File: config.mk
export PLATFORM = sky130hd
export DESIGN_NAME = indexed_insert_remove_list_unit
export DESIGN_NICKNAME = d
export VERILOG_FILES = /design/src/sv/iirl_pkg.sv /design/src/sv/indexed_insert_remove_list_unit.sv /design/src/sv/iirl_cell.sv
export SDC_FILE = /design/constraint.sdc
export NUM_CORES = 2
export LEC_CHECK = 0
export ABC_AREA = 1
export BUFFER_PORTS_ARGS = -buffer_cell sky130_fd_sc_hd__buf_2
export CORE_MARGIN = 1
export CORE_UTILIZATION = 35
export CTS_CLUSTER_SIZE = 30
export DETAILED_ROUTE_END_ITERATION = 7
export PLACE_DENSITY_LB_ADDON = 0.3
export SLEW_MARGIN = 25
export SYNTH_ARGS = -nofsm -noshare
export SYNTH_HDL_FRONTEND = slang
export SYNTH_HIERARCHICAL = 1
export SYNTH_SLANG_ARGS = --single-unit
File: constraint.sdc
create_clock -name i_clk -period 15 [get_ports i_clk]
set_input_delay 1.5 -clock i_clk [delete_from_list [all_inputs] [get_ports i_clk]]
set_output_delay 1.5 -clock i_clk [all_outputs]
set_load 0.02 [all_outputs]
File: src/sv/iirl_pkg.sv
// ----------------------------------------------------------------------------
// iirl_pkg
// Shared codes, defaults and types for the indexed insert/remove list unit.
// ----------------------------------------------------------------------------
package iirl_pkg;

    localparam int CAPACITY_DEF   = 32;
    localparam int WORD_WIDTH_DEF = 32;

    localparam int CMD_W  = 3;
    localparam int POS_W  = 6;
    localparam int VAL_W  = 32;
    localparam int STAT_W = 2;
    localparam int CNT_W  = 6;

    localparam logic [CMD_W-1:0] CMD_APPEND  = 3'd0;
    localparam logic [CMD_W-1:0] CMD_PREPEND = 3'd1;
    localparam logic [CMD_W-1:0] CMD_INSERT  = 3'd2;
    localparam logic [CMD_W-1:0] CMD_REMOVE  = 3'd3;
    localparam logic [CMD_W-1:0] CMD_READ    = 3'd4;

    localparam logic [STAT_W-1:0] ST_OK    = 2'd0;
    localparam logic [STAT_W-1:0] ST_FULL  = 2'd1;
    localparam logic [STAT_W-1:0] ST_RANGE = 2'd2;

    typedef struct packed {
        logic ins;
        logic rem;
    } t_cell_cmd;

endpackage

File: src/sv/indexed_insert_remove_list_unit.sv
// ----------------------------------------------------------------------------
// indexed_insert_remove_list_unit
// Fixed-capacity ordered word list with indexed insert, remove and read.
// ----------------------------------------------------------------------------
// Usage:
//   Input channel (i_in_valid / o_in_stall) carries one command per transfer:
//   append, prepend, insert at position, remove at position or read.
//   Output channel (o_out_valid / i_out_stall) returns exactly one result per
//   command: the word read or removed, a status, the count and an empty flag.
//   The result is registered in the output register at the edge the command
//   is taken. One command per cycle is sustained while the receiver takes
//   results; every entry lives in its own cell and all cells shift together
//   in that same cycle, so the rate is set by the output register alone.
//   When the receiver stalls, the result holds and o_in_stall rises until
//   it is taken. Reset empties the list at once (count to zero, no result
//   pending); entry contents need no clearing as only entries below the
//   count are ever read.
// ----------------------------------------------------------------------------
module indexed_insert_remove_list_unit #(
    parameter int CAPACITY   = iirl_pkg::CAPACITY_DEF,
    parameter int WORD_WIDTH = iirl_pkg::WORD_WIDTH_DEF
) (
    input  logic                        i_clk,
    input  logic                        i_rst_n,
    input  logic                        i_in_valid,
    output logic                        o_in_stall,
    input  logic [iirl_pkg::CMD_W-1:0]  i_command,
    input  logic [iirl_pkg::POS_W-1:0]  i_position,
    input  logic [iirl_pkg::VAL_W-1:0]  i_value,
    output logic                        o_out_valid,
    input  logic                        i_out_stall,
    output logic [iirl_pkg::VAL_W-1:0]  o_word_out,
    output logic [iirl_pkg::STAT_W-1:0] o_status,
    output logic [iirl_pkg::CNT_W-1:0]  o_count,
    output logic                        o_is_empty
);

    localparam int CW = $clog2(CAPACITY + 1);
    localparam int XW = (CW > iirl_pkg::POS_W) ? CW : iirl_pkg::POS_W;
    localparam int WX = (WORD_WIDTH > iirl_pkg::VAL_W) ? WORD_WIDTH : iirl_pkg::VAL_W;

    logic [CW-1:0]               r_fill;
    logic [CW-1:0]               n_fill;
    logic                        r_out_valid;
    logic [iirl_pkg::VAL_W-1:0]  r_word;
    logic [iirl_pkg::STAT_W-1:0] r_status;
    logic [iirl_pkg::CNT_W-1:0]  r_count;
    logic                        r_empty;

    logic                        w_accept;
    logic [XW-1:0]               w_pos;
    logic [XW-1:0]               w_fill;
    logic [XW-1:0]               w_eff_pos;
    logic [XW-1:0]               w_new_fill;
    logic                        w_full;
    logic                        w_take;
    logic [iirl_pkg::STAT_W-1:0] w_status;
    iirl_pkg::t_cell_cmd         w_cmd;
    logic [WORD_WIDTH-1:0]       w_new;
    logic [WORD_WIDTH-1:0]       w_sel;
    logic [WX-1:0]               w_sel_x;

    logic [WORD_WIDTH-1:0]       w_data [CAPACITY];
    logic [WORD_WIDTH-1:0]       w_hit  [CAPACITY];

    assign o_in_stall = r_out_valid & i_out_stall;
    assign w_accept   = i_in_valid & ~o_in_stall;
    assign w_pos      = XW'(i_position);
    assign w_fill     = XW'(r_fill);
    assign w_full     = (w_fill == XW'(CAPACITY));
    assign w_new      = WORD_WIDTH'(i_value);

    always_comb begin
        w_status  = iirl_pkg::ST_OK;
        w_eff_pos = w_pos;
        w_cmd     = '0;
        w_take    = 1'b0;
        case (i_command)
            iirl_pkg::CMD_APPEND: begin
                w_eff_pos = w_fill;
                if (w_full) begin
                    w_status = iirl_pkg::ST_FULL;
                end else begin
                    w_cmd.ins = 1'b1;
                end
            end
            iirl_pkg::CMD_PREPEND: begin
                w_eff_pos = '0;
                if (w_full) begin
                    w_status = iirl_pkg::ST_FULL;
                end else begin
                    w_cmd.ins = 1'b1;
                end
            end
            iirl_pkg::CMD_INSERT: begin
                if (w_pos > w_fill) begin
                    w_status = iirl_pkg::ST_RANGE;
                end else if (w_full) begin
                    w_status = iirl_pkg::ST_FULL;
                end else begin
                    w_cmd.ins = 1'b1;
                end
            end
            iirl_pkg::CMD_REMOVE: begin
                if (w_pos >= w_fill) begin
                    w_status = iirl_pkg::ST_RANGE;
                end else begin
                    w_cmd.rem = 1'b1;
                    w_take    = 1'b1;
                end
            end
            iirl_pkg::CMD_READ: begin
                if (w_pos >= w_fill) begin
                    w_status = iirl_pkg::ST_RANGE;
                end else begin
                    w_take = 1'b1;
                end
            end
            default: begin
                w_status = iirl_pkg::ST_RANGE;
            end
        endcase
        if (!w_accept) begin
            w_cmd = '0;
        end
    end

    always_comb begin
        if (w_cmd.ins) begin
            w_new_fill = w_fill + XW'(1);
        end else if (w_cmd.rem) begin
            w_new_fill = w_fill - XW'(1);
        end else begin
            w_new_fill = w_fill;
        end
        n_fill = CW'(w_new_fill);
    end

    genvar g;
    generate
        for (g = 0; g < CAPACITY; g++) begin : g_cell
            logic [WORD_WIDTH-1:0] w_prev;
            logic [WORD_WIDTH-1:0] w_next;
            if (g == 0) begin : g_first
                assign w_prev = '0;
            end else begin : g_mid
                assign w_prev = w_data[g-1];
            end
            if (g == CAPACITY - 1) begin : g_last
                assign w_next = w_data[g];
            end else begin : g_body
                assign w_next = w_data[g+1];
            end
            iirl_cell #(
                .IDX   (g),
                .XW    (XW),
                .WIDTH (WORD_WIDTH)
            ) u_cell (
                .i_clk  (i_clk),
                .i_cmd  (w_cmd),
                .i_pos  (w_eff_pos),
                .i_new  (w_new),
                .i_prev (w_prev),
                .i_next (w_next),
                .o_data (w_data[g]),
                .o_hit  (w_hit[g])
            );
        end
    endgenerate

    always_comb begin
        w_sel = '0;
        for (int j = 0; j < CAPACITY; j++) begin
            w_sel = w_sel | w_hit[j];
        end
        w_sel_x = WX'(w_sel);
    end

    always_ff @(posedge i_clk) begin
        if (!i_rst_n) begin
            r_fill      <= '0;
            r_out_valid <= 1'b0;
        end else begin
            r_fill <= n_fill;
            if (w_accept) begin
                r_out_valid <= 1'b1;
            end else if (!i_out_stall) begin
                r_out_valid <= 1'b0;
            end
        end
    end

    always_ff @(posedge i_clk) begin
        if (w_accept) begin
            r_word   <= w_take ? w_sel_x[iirl_pkg::VAL_W-1:0] : '0;
            r_status <= w_status;
            r_count  <= w_new_fill[iirl_pkg::CNT_W-1:0];
            r_empty  <= (w_new_fill == '0);
        end
    end

    assign o_out_valid = r_out_valid;
    assign o_word_out  = r_word;
    assign o_status    = r_status;
    assign o_count     = r_count;
    assign o_is_empty  = r_empty;

endmodule

File: src/sv/iirl_cell.sv
// ----------------------------------------------------------------------------
// iirl_cell
// One list entry: holds, loads, or takes a word from either neighbour.
// ----------------------------------------------------------------------------
module iirl_cell #(
    parameter int IDX   = 0,
    parameter int XW    = 6,
    parameter int WIDTH = 32
) (
    input  logic                 i_clk,
    input  iirl_pkg::t_cell_cmd  i_cmd,
    input  logic [XW-1:0]        i_pos,
    input  logic [WIDTH-1:0]     i_new,
    input  logic [WIDTH-1:0]     i_prev,
    input  logic [WIDTH-1:0]     i_next,
    output logic [WIDTH-1:0]     o_data,
    output logic [WIDTH-1:0]     o_hit
);

    localparam logic [XW-1:0] Idx = XW'(IDX);

    logic [WIDTH-1:0] r_data;

    always_ff @(posedge i_clk) begin
        if (i_cmd.ins) begin
            if (Idx > i_pos) begin
                r_data <= i_prev;
            end else if (Idx == i_pos) begin
                r_data <= i_new;
            end
        end else if (i_cmd.rem) begin
            if (Idx >= i_pos) begin
                r_data <= i_next;
            end
        end
    end

    assign o_data = r_data;
    assign o_hit  = (Idx == i_pos) ? r_data : '0;

endmodule

==> results.toml <==
[route]
detail_route.first_pass.iterations = 8
totalWireLength_um = 295000
drc = 8
route.vias.total = 73002
drt_first_iter_violations = 8920
via_per_inst = 5.01
ant_nets = 0
routedWlPerCell_um = 20.2

[power_and_ir_drop]
pwr_density_cell_nw_per_um2 = 93.4
reported_net_switching_power_uw = 2480
ir_drop_v = 0.0000881
post-layout-total-power_uw = 8020
power_frac_clock = 0.404
power.switching_fraction = 0.310
p_seq_frac = 0.434
share_comb_of_total_power = 0.162
power.leakage_uw = 0.0467
internal_power_uw = 5540

[cts]
post-cts-setup-buffers = 0
gates_resized_cts_repair = 0
clock_sinks = 1072
cts_made_buffers = 136
cts.hold.buffers_added = 0
cts_tree = "built"
clock-root-buffer = "sky130_fd_sc_hd__clkbuf_16"
htreeDepth = 4
clock_latency_ns = 0.83
cts_buffer_depth = 3
cts.clk_slew.worst_paths_ns = 0.06

[global_route]
grt_first_pass_wirelength_um = 443000
first_global_vias = 67313
grt_start_max_net_pins = 183
grt_use_total = 0.251
number_of_antenna_violations_at_the_first_check_in_global_routing = 14
grt-ovfl-total = 0

[critical_path]
crit_arrival_ns = 6.43
critPathKind = "in -> reg"
critical_path_required_ns = 15.52
critPathMaxStageDelay_ns = 1.00
crit_path_end_kind = "flip-flop"
timing.rr.start = "r_fill[4]"
worst_path_most_repeated_cell = "sky130_fd_sc_hd__nor2_1"
crit_fanout = 34
worst_setup_path_start_kind = "input pin"
worst_path_max_delay_cell = "sky130_fd_sc_hd__nor4_1"
critPathLaunch = "i_command[0]"
crit_chain = "buf_2 > nor2_2 > nand2_2 > o21ai_4 > buf_4 > nor2_1 > nand2_1 > nor2_4 > buf_4 > nand2_2 > nor2_1 > nor4_1 > nand4_1 > nor2_1 > a31oi_1"

[synth]
post_synth.cell_area_avg_um2 = 6.79
synth-warning-count = 6
postSynthCellCount = 11693
mappedNetlistNets = 11746
synth_area_um2 = 79400

[cells_and_area]
mostFrequentLayoutCell = "sky130_fd_sc_hd__inv_1"
final_layout_size_suffix_gt1_frac = 0.0861
layout.cells.most_common_list = "3143 x sky130_fd_sc_hd__inv_1, 2999 x sky130_fd_sc_hd__nand2_1, 1641 x sky130_fd_sc_hd__nand3_1, 1065 x sky130_fd_sc_hd__edfxtp_1, 1012 x sky130_fd_sc_hd__nor2_1"
finish.net_count = 11510
syn_to_final_growth_pct = 8.15

[sta]
final_hold_viol_count = 0
final.min_clock_period_ns = 5.90
worst_clock_skew_ns = 0.0313
slew_violations = 0
final-setup-viol-count = 0
grt_setup_unrepaired = "no"
post-route-period-util = 0.394
worstMarginPinSlew_ns = 1.17
timing.slew.headroom = 0.211
finalSetupTns_ns = 0
max_clock_freq_mhz = 169

[placement]
io_buffer_count = 87
hpwl_um = 199000
gp_routability_congestion = 0.929

[worst_hold_path]
worstHoldStart = "o_out_valid"
min-delay-path-class = "reg -> reg"

[die]
io-pin-count = 88
initial_util = 0.353
coreArea_um2 = 225000
die_width_um = 478
die_outline_height_um = 478
die-area_um2 = 229000
rows = 174

[status]
violations = "DRC"
status = "complete, but fails checks"

[job]
cap_violations = 0
stage by stage:
| stage | setup slack [ns] | instances | hold slack [ns] | utilization | area [um2] |
|---|---|---|---|---|---|
| 3_3_place_gp | 8.30 | 14311 | 0.525 | 0.362 | 81600 |
| 5_1_grt | 8.89 | 14559 | 0.582 | 0.381 | 85800 |
| 2_1_floorplan | 3.65 | 11693 | 0.543 | - | 79400 |
| 3_5_place_dp | 8.37 | 14311 | 0.525 | 0.362 | 81600 |
| 6_report | 9.10 | 14565 | 0.523 | 0.381 | 85800 |
| 4_1_cts | 9.24 | 14558 | 0.532 | 0.381 | 85800 |
worst max-delay path: cells and delay by family:
kind            cells  cell delay (ns)
buf+inv             3             1.10
simple gates       10             2.81
compound gates      2             0.87
worst paths after layout:
kind | endpoint | slack, ns | depth (start not counted)
worst max-delay path | o_word_out[19] | 9.10 | 15
worst max register to register | g_cell[26].u_cell/o_data[6] | 9.77 | 14
worst min register to register | o_out_valid | 0.52 | 2
worst min-delay path | o_out_valid | 0.52 | 2
power by group through the flow:
stage	clock network (uW)	registers (uW)	logic (uW)
5_1_grt	3390	3490	1410
2_1_floorplan	0	3520	891
4_1_cts	3290	3480	1270
6_report	3240	3480	1300
3_5_place_dp	0	3540	1270
3_3_place_gp	0	3550	1260
state kept, by name (all words and copies together), names as in the netlist:
signal,flops
g_cell.u_cell/o_data,1024
o_count,6
o_is_empty,1
o_out_valid,1
o_status,2
o_word_out,32
r_fill,6
final cells by class:
cell class                      instances  area, um2
Fill cell                           24018     139000
Sequential cell                      1072      32100
Multi-Input combinational cell       6793      31900
Inverter                             3193      12000
Tap cell                             2992       3740
Clock buffer                          181       3650
Timing Repair Buffer                  261       1800
Clock inverter                         66        568
Antenna cell                            7       17.5
routing by layer:
layer / GRT usage / up-vias / share of wire
li1: - / 35172 / -
met1: 0.346 / 33693 / 0.43
met2: 0.400 / 3641 / 0.45
met3: 0.0460 / 482 / 0.096
met4: 0.0697 / 14 / 0.024
met5: 0 / - / 0.00028
(Power assumes the default switching activity.)
